$ cat config.mk
export PLATFORM = sky130hd
export DESIGN_NAME = spf_div
export DESIGN_NICKNAME = d
export VERILOG_FILES = /design/src/rtl/spf_pkg.sv /design/src/rtl/spf_div.sv
export SDC_FILE = /design/constraint.sdc
export NUM_CORES = 2
export LEC_CHECK = 0
export BUFFER_PORTS_ARGS = -buffer_cell sky130_fd_sc_hd__buf_4
export CAP_MARGIN = 20
export CORE_ASPECT_RATIO = 1.25
export CORE_MARGIN = 2
export CORE_UTILIZATION = 63
export CTS_CLUSTER_DIAMETER = 150
export DETAILED_ROUTE_END_ITERATION = 10
export HOLD_SLACK_MARGIN = 0.08
export PLACE_DENSITY = 0.8
export SETUP_SLACK_MARGIN = 0.1
export SYNTH_ARGS = -nofsm -noshare
export SYNTH_HDL_FRONTEND = slang
export SYNTH_SLANG_ARGS = --single-unit
export TNS_END_PERCENT = 50
$ cat constraint.sdc
create_clock -name clk -period 4.4 [get_ports clk]
set_input_delay 0.44 -clock clk [delete_from_list [all_inputs] [get_ports clk]]
set_output_delay 0.44 -clock clk [all_outputs]
set_load 0.02 [all_outputs]
$ cat src/rtl/spf_pkg.sv
package spf_pkg;

	// coordinate and fraction format
	localparam int COORD_WIDTH = 32;
	localparam int FRAC_BITS   = 16;

	// derived widths
	localparam int DIFF_W = COORD_WIDTH + 1;          // exact difference
	localparam int SQ_W   = 2 * DIFF_W;               // one square
	localparam int LEN_W  = COORD_WIDTH + 2;          // root width
	localparam int RAD_W  = 2 * LEN_W;                // sum of three squares
	localparam int REM_W  = LEN_W + 3;                // root remainder
	localparam int QUO_W  = FRAC_BITS + 1;            // unit component, up to 1.0
	localparam int NUM_W  = DIFF_W + FRAC_BITS;       // divider numerator
	localparam int DIV_W  = LEN_W + QUO_W;            // divider compare width
	localparam int PROD_W = COORD_WIDTH + LEN_W;      // k times stretch
	localparam int HI_W   = PROD_W - FRAC_BITS;
	localparam int FMAG_W = COORD_WIDTH + FRAC_BITS;  // clipped force magnitude
	localparam int MAG_W  = FMAG_W + QUO_W;           // force times unit
	localparam int SPAN_W = COORD_WIDTH + 3;

	localparam logic [FMAG_W-1:0] F_CLIP = FMAG_W'(1) << (COORD_WIDTH - 1 + FRAC_BITS);

	localparam logic signed [COORD_WIDTH-1:0] FORCE_MAX = {1'b0, {(COORD_WIDTH-1){1'b1}}};
	localparam logic signed [COORD_WIDTH-1:0] FORCE_MIN = {1'b1, {(COORD_WIDTH-1){1'b0}}};

	// per-item data that travels beside the root pipeline
	typedef struct packed {
		logic [2:0]                   dneg;
		logic [2:0][DIFF_W-1:0]       dmag;
		logic [COORD_WIDTH-1:0]       rest;
		logic [COORD_WIDTH-1:0]       k;
	} root_side_t;

	// per-item data that travels beside the divider pipeline
	typedef struct packed {
		logic [FMAG_W-1:0] fmag;
		logic              fneg;
		logic [2:0]        dneg;
		logic [LEN_W-1:0]  len;
		logic              degen;
	} div_side_t;

endpackage

$ cat src/rtl/spf_div.sv
module spf_div (
	input  logic                      clk,
	input  logic [spf_pkg::NUM_W-1:0] num,
	input  logic [spf_pkg::LEN_W-1:0] den,
	output logic [spf_pkg::QUO_W-1:0] quo
);
	import spf_pkg::*;

	logic [DIV_W-1:0] rem_s [0:QUO_W-1];
	logic [LEN_W-1:0] den_s [0:QUO_W-1];
	logic [QUO_W-1:0] quo_s [0:QUO_W-1];

	logic [DIV_W-1:0] rem_n [0:QUO_W-1];
	logic [QUO_W-1:0] quo_n [0:QUO_W-1];

	// restoring division, one quotient bit per stage, msb first
	always_comb begin
		logic [DIV_W-1:0] rem_c;
		logic [LEN_W-1:0] den_c;
		logic [QUO_W-1:0] quo_c;
		logic [DIV_W-1:0] dsh;
		for (int k = 0; k < QUO_W; k++) begin
			if (k == 0) begin
				rem_c = DIV_W'(num);
				den_c = den;
				quo_c = '0;
			end else begin
				rem_c = rem_s[k-1];
				den_c = den_s[k-1];
				quo_c = quo_s[k-1];
			end
			dsh = DIV_W'(den_c) << (QUO_W - 1 - k);
			if (rem_c >= dsh) begin
				rem_n[k] = rem_c - dsh;
				quo_n[k] = {quo_c[QUO_W-2:0], 1'b1};
			end else begin
				rem_n[k] = rem_c;
				quo_n[k] = {quo_c[QUO_W-2:0], 1'b0};
			end
		end
	end

	always_ff @(posedge clk) begin
		den_s[0] <= den;
		for (int k = 0; k < QUO_W; k++) begin
			rem_s[k] <= rem_n[k];
			quo_s[k] <= quo_n[k];
		end
		for (int k = 1; k < QUO_W; k++) begin
			den_s[k] <= den_s[k-1];
		end
	end

	assign quo = quo_s[QUO_W-1];

endmodule

* Word level (Yosys, flattened, before mapping)
Memories as Yosys holds them, arrays and structs flattened.
Cells that the tools add are included.
** Word-level totals
- Flip-flop bits (word level) :: 0
- Memory bits (writable) :: 1734
- Bits of input ports :: 84
- Output and inout bits :: 17
- Logic and storage cells :: 71
- Memories kept :: 3
** Memory list
- rem_s :: depth 17, bits a word 51, rd ports 16, clocked after memory_dff 0, wr ports 17, line spf_div.sv:9 : logic [DIV_W-1:0] rem_s [0:QUO_W-1];
- den_s :: depth 17, bits a word 34, rd ports 16, clocked after memory_dff 0, wr ports 17, line spf_div.sv:10 : logic [LEN_W-1:0] den_s [0:QUO_W-1];
- quo_s :: depth 17, bits a word 17, rd ports 17, clocked after memory_dff 0, wr ports 17, line spf_div.sv:11 : logic [QUO_W-1:0] quo_s [0:QUO_W-1];
** Operators by class
- Add/subtract/negate cells :: 17
- $lt $le $gt $ge :: 17
- Mux-type cells :: 34
** Operators with widths (count)
- $mux 51 :: 17
- $ge 51x34->1 :: 1
- $ge 51x35->1 :: 1
- $ge 51x36->1 :: 1
- $ge 51x37->1 :: 1
- $ge 51x38->1 :: 1
- $ge 51x39->1 :: 1
- $ge 51x40->1 :: 1
- $ge 51x41->1 :: 1
- $ge 51x42->1 :: 1
- $ge 51x43->1 :: 1
- $ge 51x44->1 :: 1
- $ge 51x45->1 :: 1
- $ge 51x46->1 :: 1
- $ge 51x47->1 :: 1
- $ge 51x48->1 :: 1
- $ge 51x49->1 :: 1
- $sub 49x50->51 :: 1
- $sub 51x34->51 :: 1
- $sub 51x35->51 :: 1
- $sub 51x36->51 :: 1
- $sub 51x37->51 :: 1
- $sub 51x38->51 :: 1
- $sub 51x39->51 :: 1
- 12 further kinds :: 28

* Logic depth before layout (Yosys ltp)
An unclocked memory read counts as a cell.
- Depth in word-level cells :: 3
- Depth in mapped cells :: 16
- Gate-level depth less buffers :: 14

* Worst setup path after synthesis
OpenSTA, ideal clock, no wires.
- Path kind :: reg2reg
- Start point :: memory rem_s[0][15] in the netlist's numbering
- End point :: memory rem_s[0][67] in the netlist's numbering
- Setup time :: 121 ps
- Arrival :: 3247 ps
- Data required time :: 4279 ps
- Path slack :: 1033 ps
- Cell stages (with the launch flop) :: 15
- Path buffers :: 1
- Period minus slack after synthesis :: 3367 ps
- Cells stage by stage :: dfxtp_1 -> inv_1 -> ha_1 -> inv_1 -> fa_1 -> a211oi_1 -> o211ai_1 -> a41oi_1 -> o31ai_1 -> o31ai_2 -> o21ai_1 -> a31oi_1 -> o211a_1 -> buf_2 -> mux2_2
** RTL lines (line)
- from (decl) :: spf_div.sv:9

==> out/metrics.yaml <==
floorplan:
  io_pins: 101
  core_area_um2: 112000
  die_h_um: 379
  initial_utilization: 0.635
  die_x_um: 304
  dieArea_um2: 115000
  row_count: 137
placed_design:
  dp.cells: 9437
  place_ws_ps: 271
  place_area_um2: 73800
  port_buffers: 100
  gp_congestion: 1.05
  dp_hpwl_um: 147000
sta:
  hold_ws_ps: 272
  finalMaxSlewViolations: 0
  fin_tns_setup_ps: 0
  setup_violations: 0
  slew_headroom: 0.321
  fin_worst_skew_ps: 29.9
  tightestPinTransition_ps: 1010
  period_needed_ps: 4240
  finalCritPeriodShare: 0.964
  worst_slack_ps: 159
  max_freq_ghz: 0.236
  rsz0062_at_grt: "true"
  hold_viol: 0
global_routing:
  grt_max_degree: 70
  grtUsageTotal: 0.324
  overflow: 0
  grt_pass1_vias: 58900
  grt_pass1_wl_um: 296000
  antenna_found_initial: 1
critical_path:
  cp.arrival_ps: 4970
  cp_slowest_stage_delay_ps: 600
  worstPathMaxFanout: 4
  crit_required_ps: 5130
  end_kind: "register"
  path_delay_family: "compound AO/OA/AOI/OAI gates"
  critPathBufInv: 1
  worstPathCellList: "inv_1 > ha_1 > fa_1 > nand2b_1 > a21oi_1 > o2111ai_1 > nand4b_1 > a41oi_2 > o311ai_2 > a211oi_4 > or4b_1 > nor4_1 > xor2_1"
  crit_path_start_kind: "register"
  slowest_stage: "or4b_1"
  critPathKind: "register to register"
layout:
  area_delta_synth_final_pct: 12.2
  instances_no_fill: 9780
  fin_nets: 8887
  final_cell_mix: "1,513 x dfxtp_1, 795 x nand2_1, 743 x inv_1"
  postLayoutCellArea_um2: 79600
  layout_commonest_cell: "dfxtp_1"
  fillers: 8401
  drive_above_1_share: 0.0724
  regArea_um2: 30300
  multiInputGateArea_um2: 37000
  fin_util: 0.713
clock_tree:
  clock_latency_ps: 820
  cts_tree: "done"
  htree_levels: 4
  cts.sinks: 1513
  post-cts-setup-buffer-count: 0
  clk_path_buf_depth: 3
  clk_pin_slew_worst_paths_ps: 60
  numCtsBuffers: 147
  cts_root_buffer: "clkbuf_16"
logic_synthesis:
  synth.distinct_cells: 106
  synth_top_area_cell: "dfxtp_1"
  synthCells: 7986
  ys_async_sr_fraction: 0
  syn_nets: 8663
  synth_area_leaders: "dfxtp_1 43%, ha_1 10%, o21ai_0 4.8%, a21oi_1 4.3%, nand2_1 4.2%"
  syn_avg_cell_area_um2: 8.88
  synth-seq-cells: 1513
  yosysSeqAreaShare: 0.427
  synth_enable_flop_cells: 0
  ys.warnings.count: 0
  syn_area_um2: 70900
  synthFlopType: "dfxtp_1"
  yosysTopAreaCellShare: 0.427
power_and_ir_drop:
  p_leak_nw: 36.0
  powerDensity_nw_per_um2: 767
  ir_drop_v: 0.000414
  p_total_mw: 61.0
detailed_routing:
  drc_errors: 0
  num_vias: 57100
  drt_iter0_drc: 3268
  viasPerCell: 5.83
  avgRoutedWirePerCell_um: 19.2
  drt-total-wl_um: 188000
  firstDrtPassIters: 6
  ant_nets: 0
flow_run:
  cap_violations: 0
worst_hold_path:
  min_path_type: "input pin to register"
outcome:
  status: "finished, final reports clean"
[final cells by class]
class	instances	area share
clock inverter	57	0.0107
inverter	746	0.0352
timing repair buffer	314	0.0344
multi-input combinational	5488	0.465
tap	1459	0.0229
sequential	1513	0.381
clock buffer	202	0.0513
antenna	1	0.0000314
[what timing repair did]
item | 4_1_cts | 5_1_grt
hold endpoints to repair | 84 | 0
endpoints found under the setup margin | 0 | 3
hold buffers | 83 | 0
resized for setup | 0 | 1
[Yosys cell counts, drive strengths merged (63+ instances only)]
library cell,count
clkbuf,175
a211oi,63
nor2,395
xnor2,303
xor2,292
o21ai,684
a21o,297
dfxtp,1513
a21oi,607
buf,64
nand4,128
o31ai,66
o21a,64
nor2b,67
nor3,115
a31oi,66
nand2,795
nand3,136
o21bai,83
ha,577
nor4,87
inv,746
nand2b,71
[per-layer routing]
layer | part of all wire | GRT usage | vias up
met5 | 0 | 0 | -
met4 | 0.11 | 0.320 | 0
met3 | 0.027 | 0.0370 | 770
met2 | 0.56 | 0.667 | 1549
met1 | 0.31 | 0.252 | 26500
li1 | - | - | 28300
[where the power goes]
group,switching [mW],total (mW),internal [mW]
clock,5.44,12.7,7.25
combinational,16.3,28.2,11.9
sequential,2.49,20.2,17.7
[sequential cells by signal, summed over array words and instances, names as in the netlist]
| signal | flops |
|---|---|
| den_s | 544 |
| quo_s | 153 |
| rem_s | 816 |
[path summary, 6_finish.rpt]
| check | from | to | slack [ps] | cells after the start |
|---|---|---|---|---|
| worst max-delay path | rem_s[0][715]$_DFF_P_ | rem_s[0][811]$_DFF_P_ | 160 | 13 |
| worst min-delay path | num[8] | rem_s[0][8]$_DFF_P_ | 270 | 2 |
| worst max register to register | rem_s[0][715]$_DFF_P_ | rem_s[0][811]$_DFF_P_ | 160 | 13 |
| worst min register to register | quo_s[0][198]$_DFF_P_ | quo_s[0][216]$_DFF_P_ | 320 | 0 |
[cell families after synthesis]
group	Yosys count	synth area share
AOI/OAI and AO/OA	2191	0.191
and+or+nand+nor	2049	0.139
DFF	1513	0.427
buffers and inverters	985	0.0534
xor gates and xnor gates	595	0.0735
adders and majority gates	593	0.106
muxes	60	0.00949
No activity file was read; power rests on OpenSTA's default activity.
