`config.mk`:
```
export PLATFORM = sky130hd
export DESIGN_NAME = spf_sqrt
export DESIGN_NICKNAME = d
export VERILOG_FILES = /design/src/rtl/spf_pkg.sv /design/src/rtl/spf_sqrt.sv
export SDC_FILE = /design/constraint.sdc
export NUM_CORES = 2
export LEC_CHECK = 0
export BUFFER_PORTS_ARGS = -buffer_cell sky130_fd_sc_hd__buf_2
export CORE_MARGIN = 4
export CORE_UTILIZATION = 26
export CTS_BUF_LIST = sky130_fd_sc_hd__clkbuf_4 sky130_fd_sc_hd__clkbuf_8 sky130_fd_sc_hd__clkbuf_16
export CTS_CLUSTER_DIAMETER = 200
export DETAILED_ROUTE_END_ITERATION = 7
export HOLD_SLACK_MARGIN = 0.1
export PLACE_DENSITY = 0.4
export SLEW_MARGIN = 20
export SYNTH_ARGS = -nofsm -noshare
export SYNTH_HDL_FRONTEND = slang
export SYNTH_MEMORY_MAX_BITS = 65536
export SYNTH_SLANG_ARGS = --single-unit
```
`constraint.sdc`:
```
create_clock -name clk -period 8.6 [get_ports clk]
set_input_delay 1.72 -clock clk [delete_from_list [all_inputs] [get_ports clk]]
set_output_delay 1.72 -clock clk [all_outputs]
set_load 0.02 [all_outputs]
```
`src/rtl/spf_pkg.sv`:
```
package spf_pkg;

	// coordinate and fraction format
	localparam int COORD_WIDTH = 32;
	localparam int FRAC_BITS   = 16;

	// derived widths
	localparam int DIFF_W = COORD_WIDTH + 1;          // exact difference
	localparam int SQ_W   = 2 * DIFF_W;               // one square
	localparam int LEN_W  = COORD_WIDTH + 2;          // root width
	localparam int RAD_W  = 2 * LEN_W;                // sum of three squares
	localparam int REM_W  = LEN_W + 3;                // root remainder
	localparam int QUO_W  = FRAC_BITS + 1;            // unit component, up to 1.0
	localparam int NUM_W  = DIFF_W + FRAC_BITS;       // divider numerator
	localparam int DIV_W  = LEN_W + QUO_W;            // divider compare width
	localparam int PROD_W = COORD_WIDTH + LEN_W;      // k times stretch
	localparam int HI_W   = PROD_W - FRAC_BITS;
	localparam int FMAG_W = COORD_WIDTH + FRAC_BITS;  // clipped force magnitude
	localparam int MAG_W  = FMAG_W + QUO_W;           // force times unit
	localparam int SPAN_W = COORD_WIDTH + 3;

	localparam logic [FMAG_W-1:0] F_CLIP = FMAG_W'(1) << (COORD_WIDTH - 1 + FRAC_BITS);

	localparam logic signed [COORD_WIDTH-1:0] FORCE_MAX = {1'b0, {(COORD_WIDTH-1){1'b1}}};
	localparam logic signed [COORD_WIDTH-1:0] FORCE_MIN = {1'b1, {(COORD_WIDTH-1){1'b0}}};

	// per-item data that travels beside the root pipeline
	typedef struct packed {
		logic [2:0]                   dneg;
		logic [2:0][DIFF_W-1:0]       dmag;
		logic [COORD_WIDTH-1:0]       rest;
		logic [COORD_WIDTH-1:0]       k;
	} root_side_t;

	// per-item data that travels beside the divider pipeline
	typedef struct packed {
		logic [FMAG_W-1:0] fmag;
		logic              fneg;
		logic [2:0]        dneg;
		logic [LEN_W-1:0]  len;
		logic              degen;
	} div_side_t;

endpackage

```
`src/rtl/spf_sqrt.sv`:
```
module spf_sqrt (
	input  logic                      clk,
	input  logic [spf_pkg::RAD_W-1:0] rad,
	output logic [spf_pkg::LEN_W-1:0] root
);
	import spf_pkg::*;

	logic [RAD_W-1:0] rad_s  [0:LEN_W-1];
	logic [REM_W-1:0] rem_s  [0:LEN_W-1];
	logic [LEN_W-1:0] root_s [0:LEN_W-1];

	logic [RAD_W-1:0] rad_n  [0:LEN_W-1];
	logic [REM_W-1:0] rem_n  [0:LEN_W-1];
	logic [LEN_W-1:0] root_n [0:LEN_W-1];

	// one root bit per stage, two radicand bits brought down each step
	always_comb begin
		logic [RAD_W-1:0] rad_c;
		logic [REM_W-1:0] rem_c;
		logic [LEN_W-1:0] root_c;
		logic [REM_W-1:0] acc;
		logic [REM_W-1:0] trial;
		for (int k = 0; k < LEN_W; k++) begin
			if (k == 0) begin
				rad_c  = rad;
				rem_c  = '0;
				root_c = '0;
			end else begin
				rad_c  = rad_s[k-1];
				rem_c  = rem_s[k-1];
				root_c = root_s[k-1];
			end
			acc      = {rem_c[REM_W-3:0], rad_c[RAD_W-1 -: 2]};
			trial    = {1'b0, root_c, 2'b01};
			rad_n[k] = {rad_c[RAD_W-3:0], 2'b00};
			if (acc >= trial) begin
				rem_n[k]  = acc - trial;
				root_n[k] = {root_c[LEN_W-2:0], 1'b1};
			end else begin
				rem_n[k]  = acc;
				root_n[k] = {root_c[LEN_W-2:0], 1'b0};
			end
		end
	end

	always_ff @(posedge clk) begin
		for (int k = 0; k < LEN_W; k++) begin
			rad_s[k]  <= rad_n[k];
			rem_s[k]  <= rem_n[k];
			root_s[k] <= root_n[k];
		end
	end

	assign root = root_s[LEN_W-1];

endmodule

```
Yosys cells after proc, flatten, opt, wreduce, memory -nomap -nowiden
Memories as Yosys holds them, arrays and structs flattened.
Index checks and enable logic that the tools add are counted.
Widths: inputs -> output; s select.
{"block": "totals", "regBits": 0, "ram_bits": 4658, "inputBits": 69, "wordCells": 139, "mem_count": 3}
{"memory": "rad_s", "depth": 34, "width": 66, "read_ports": 33, "rd_clocked_by_memory_dff": 0, "wr": 34, "line_no": "spf_sqrt.sv:8", "rtl": "logic [RAD_W-1:0] rad_s [0:LEN_W-1];"}
{"memory": "rem_s", "depth": 34, "width": 37, "read_ports": 33, "rd_clocked_by_memory_dff": 0, "wr": 34, "line_no": "spf_sqrt.sv:9", "rtl": "logic [REM_W-1:0] rem_s [0:LEN_W-1];"}
{"memory": "root_s", "depth": 34, "width": 34, "read_ports": 34, "rd_clocked_by_memory_dff": 0, "wr": 34, "line_no": "spf_sqrt.sv:10", "rtl": "logic [LEN_W-1:0] root_s [0:LEN_W-1];"}
{"block": "classes", "addsub": 34, "order_cmp": 34, "muxes": 68}
{"operator": "$mux 37", "n": 34}
{"operator": "$ge 37x36->1", "n": 33}
{"operator": "$sub 37x36->37", "n": 33}
{"operator": "$mux 1", "n": 34}
{"operator": "$sub 2x1->3 const B", "n": 1}
{"operator": "$ge 2x1->1 const B", "n": 1}

Logic depth before layout (Yosys ltp)
An unclocked memory read counts as a cell.
{"block": "logic_depth", "ltp_word": 3, "ltp_mapped": 15, "mapped_depth_nobuf": 13}

Worst setup path after synthesis
Ideal clock, no wire load.
{"block": "synth_path", "path_type": "register to register", "startpoint": "mem root_s[30][2] in the netlist's numbering", "endpoint": "mem rem_s[31][18] in the netlist's numbering", "arrival_time_ps": 3461, "t_required_ps": 8468, "path_slack_ps": 5007, "stages_incl_launch_ff": 13, "synth_period_minus_slack_ps": 3593, "path_cell_list": "dfxtp_1 inv_1 ha_1 o21ai_0 a22oi_1 a32oi_1 o211a_1 o31ai_1 a31oi_1 o31ai_1 clkbuf_1 buf_1 a21oi_1"}
{"element": "from (decl)", "line_no": "spf_sqrt.sv:10"}
{"element": "to (decl)", "line_no": "spf_sqrt.sv:9"}

==> tab_implementation.tex <==
\begin{tabular}{lr}
\hline
Metric & Value \\
\hline
\multicolumn{2}{l}{\textbf{Outcome}} \\
Status & complete, no violations \\
\multicolumn{2}{l}{\textbf{Critical path}} \\
Stage delay of the slowest cell on the critical path & $\sim$0.6 ns \\
Critical-path cell list & inv\_1 -> ha\_1 -> o21ai\_0 -> a22oi\_1 -> a32oi\_1 -> o211a\_1 -> o31ai\_1 -> a31oi\_1 -> o31ai\_4 -> buf\_4 -> mux2\_2 \\
Worst reg2reg path startpoint & root\_s[30][2]\$\_DFF\_P\_ \\
Register-to-Register Path Depth & 11 \\
Arrival time at the worst endpoint & 5.26 ns \\
Crit-path max FO & 45 \\
Crit path launch type & flop \\
Slowest library cell on the worst path & o31ai\_1 \\
Crit path max-delay family & compound AO/OA/AOI/OAI gates \\
Number of buffers and inverters on the critical path & 2 \\
Kind of critical path & flop to flop \\
Kind of end point of the critical path & flop \\
Flop-to-flop setup slack & around 4 ns \\
R2R Path End & rem\_s[31][6]\$\_DFF\_P\_ \\
Worst Path Required & 9.38 ns \\
\multicolumn{2}{l}{\textbf{Floorplanning}} \\
Effective utilization at floorplan & 26.2\% \\
Die area & 0.409 mm² \\
Core Rows & approximately 230 \\
Area of the core region & 0.397 mm² \\
Horizontal extent of the die & about 640 µm \\
Count of pins on the block boundary & 103 \\
Die Height & 640 µm \\
\multicolumn{2}{l}{\textbf{Detailed routing}} \\
ANT nets after route & 0 \\
First-pass detailed-route iteration total & 6 \\
Total Routed Length & between 200 and 300 mm \\
Via density per instance & 4.44 \\
Vias after detailed routing & between 70000 and 80000 \\
Detailed-route DRC error count & 0 \\
Initial drt markers & 3919 \\
Post-DR wirelength/cell & $\sim$16 µm \\
\multicolumn{2}{l}{\textbf{Synthesis}} \\
Post-synth ARST share & 0\% \\
Most frequent cell after synthesis & dfxtp\_1 \\
Yosys synthesis warning count & 0 \\
Commonest register cell after synthesis & dfxtp\_1 \\
Number of enable flip-flop cells after synthesis & 0 \\
Mean cell area of the mapped netlist & approximately 10 µm² \\
Area share of the largest cell type after synthesis & a little over half \\
Synth Net Count & between 10000 and 15000 \\
Cells taking the most area after synthesis & dfxtp\_1 54\%, ha\_1 7.6\%, xor2\_1 4.2\% \\
Cell area after synthesis & approximately 0.10 mm² \\
Top cell type by total area after synthesis & dfxtp\_1 \\
Number of library cell types mapped by synthesis & 88 \\
Cell types with the highest counts after synthesis & 2819 x dfxtp\_1, 774 x inv\_1, 757 x nand2\_1 \\
Sequential cell area fraction in the yosys report & 54.4\% \\
Number of instances in the synthesized netlist & 10276 \\
Synthesized flop and latch total & 2819 \\
\multicolumn{2}{l}{\textbf{GRT}} \\
Global-route congestion overflow total & 0 \\
Via count of the first global-routing pass & 72296 \\
GRT Overall Usage & 12.3\% \\
Met3 usage & 1.86\% \\
GRT met1 Usage & between 10\% and 20\% \\
Maximum number of pins on one net before global-route repair & 65 \\
Number of antenna violations at the first check in global routing & 6 \\
Met2 routing resource usage after global routing & roughly a fifth \\
First-pass GRT wire length & 405 mm \\
Busiest metal layer after global routing & met2 \\
\multicolumn{2}{l}{\textbf{Layout}} \\
Post-route standard cell area excluding fillers & 0.122 mm² \\
Proportion of layout cells with a drive suffix above 1 & 8.27\% \\
Area added between synthesis and finish & 17.2\% \\
Post-layout nets & approximately 11000 \\
Number of non-filler instances in the completed layout & 16014 \\
Fillers & between 40000 and 50000 \\
\multicolumn{2}{l}{\textbf{CTS}} \\
PostCTS Resize Cnt & 0 \\
Post-CTS setup buffer count & 0 \\
CTS buffer count & 325 \\
Post-cts hold buffer count & 0 \\
Clock latency on the worst-skew pair & 0.91 ns \\
Clock tree from TritonCTS & yes \\
Clock Sinks & $\sim$2800 \\
Clk buf depth & 4 \\
Root buffer selected by CTS & clkbuf\_16 \\
Worst-path clk slew & roughly 0.06 ns \\
H-tree depth & 5 \\
\multicolumn{2}{l}{\textbf{Placement}} \\
IO buf count & 102 \\
Post-Place Cell Area & around 0.11 mm² \\
Routability congestion estimate & between 0.8 and 0.9 \\
Post-detailed-placement half-perimeter wirelength & 196 mm \\
Post-Place Worst Slack & about 4.2 ns \\
Cell count after placement & 15430 \\
\multicolumn{2}{l}{\textbf{Min path}} \\
Class of the most critical hold timing path & flop to flop \\
End of the worst hold path & rad\_s[14][58]\$\_DFF\_P\_ \\
Cells on Worst Hold Path & 0 \\
Hold Startpoint & rad\_s[13][56]\$\_DFF\_P\_ \\
\multicolumn{2}{l}{\textbf{STA}} \\
Period Utilization, post-route & 52.2\% \\
Relative slew slack & 28.4\% \\
Final setup vio count & 0 \\
Max Clock Freq & $\sim$220 MHz \\
Number of pins exceeding their max-slew limit in the final report & 0 \\
Worst-margin pin slew & 1.07 ns \\
Post-route clock skew & 0.0618 ns \\
Sum Neg Setup Slack & 0 ns \\
Smallest setup slack after layout & 4.11 ns \\
Hold violation total from the final report & 0 \\
RSZ-0062 raised after global routing & false \\
Fin crit period & 4.49 ns \\
\multicolumn{2}{l}{\textbf{Power}} \\
Worst IR drop on VDD & between 0.15 and 0.2 mV \\
Power density of the placed cells & 301 mW/mm² \\
Leakage & 55.9 nW \\
\multicolumn{2}{l}{\textbf{Run}} \\
Number of maximum-capacitance violations & 0 \\
\hline
\end{tabular}
## power by group
| part | total [W] | switching (W) | internal, W | leakage, nW |
|---|---|---|---|---|
| logic | 0.00561 | 0.00318 | 0.00243 | 26.7 |
| registers | 0.0169 | 0.00169 | 0.0152 | 23.6 |
| clock network | 0.0141 | 0.00553 | 0.00860 | 5.56 |
| total | 0.0366 | 0.0104 | 0.0262 | 55.9 |
## registers in the layout, summed over array words and instances (netlist names)
name    flops
rad_s    1122
rem_s    1102
root_s    595
## routing by layer
metal	part of all wire, %	vias up
li1	-	35840
met2	48	1395
met5	0	-
met4	3.4	0
met1	45	33434
met3	4.4	478
## per-stage QoR
step | utilization (%) | hold slack [ns] | total power [W]
6_report | 30.6 | 0.277 | 0.0366
5_1_grt | 30.6 | 0.278 | 0.0388
4_1_cts | 30.6 | 0.277 | 0.0374
3_5_place_dp | 27.8 | 0.312 | 0.0229
3_3_place_gp | 27.8 | 0.310 | 0.0229
2_1_floorplan | - | 0.310 | 0.0207
## cell type report
type	instances	area (µm²)	area share, %
diodes	4	10.0	0.00823
clock buffers	453	9580	7.87
clock inverters	127	1620	1.33
inverters	778	2920	2.40
multi-input cells	6462	43800	36.0
flip-flops and latches	2819	56400	46.4
well taps	5242	6560	5.39
repair buffers	129	713	0.586
## worst max path at each step
stage | from | to | slack [ns] | depth (start not counted)
finish | root_s[30][2]$_DFF_P_ | rem_s[31][6]$_DFF_P_ | 4.11 | 11
global route | rem_s[4][5]$_DFF_P_ | rem_s[5][28]$_DFF_P_ | 3.79 | 9
floorplan | root_s[30][2]$_DFF_P_ | rem_s[31][18]$_DFF_P_ | 5.01 | 12
global placement | root_s[30][2]$_DFF_P_ | rem_s[31][4]$_DFF_P_ | 4.12 | 11
detailed placement | root_s[30][2]$_DFF_P_ | rem_s[31][6]$_DFF_P_ | 4.17 | 11
CTS | root_s[30][2]$_DFF_P_ | rem_s[31][6]$_DFF_P_ | 4.13 | 11
## layout by cell type (no fill, tap or decap), types with 56 or more instances in the layout
cell / synthesis / final
a21o_1: 302 / 302
a21oi_1: 601 / 599
a31oi_1: 61 / 61
and3_1: 62 / 62
buf_2: 3 / 102
clkbuf_16: 0 / 330
clkbuf_4: 0 / 60
clkbuf_8: 0 / 63
dfxtp_1: 2819 / 2819
ha_1: 631 / 631
inv_1: 774 / 774
mux2_2: 71 / 71
nand2_1: 757 / 757
nand2b_1: 124 / 124
nand3_1: 143 / 143
nand4_1: 96 / 96
nor2_1: 593 / 593
nor2b_1: 88 / 88
nor3_1: 244 / 243
nor4_1: 164 / 161
o21a_1: 117 / 117
o21ai_0: 577 / 577
o21bai_1: 65 / 65
o31ai_1: 75 / 72
or2_2: 56 / 56
or3_1: 107 / 107
or4_1: 74 / 74
xnor2_1: 422 / 422
xor2_1: 501 / 501
## worst register-to-register path, stage by stage (launching register included)
cell and delay, ns:
dfxtp_1 0.33, inv_1 0.05, ha_1 0.35, o21ai_0 0.13, a22oi_1 0.47, a32oi_1 0.27
o211a_1 0.34, o31ai_1 0.60, a31oi_1 0.34, o31ai_4 0.51, buf_4 0.56, mux2_2 0.44
## kinds of logic (layout without fill, tap and decap cells)
logic type / count (synthesis) / after routing / synth area share [%]
adder cells (fa/ha/maj): 631 / 631 / 7.61
XOR/XNOR: 924 / 924 / 7.80
other: 1 / 5 / 0.00361
multiplexers: 85 / 85 / 0.905
buffers and inverters: 995 / 1487 / 3.60
flip-flops: 2819 / 2819 / 54.4
AO/OA/AOI/OAI: 2155 / 2155 / 13.0
AND/OR/NAND/NOR: 2666 / 2666 / 12.7
(Power assumes the default switching activity.)
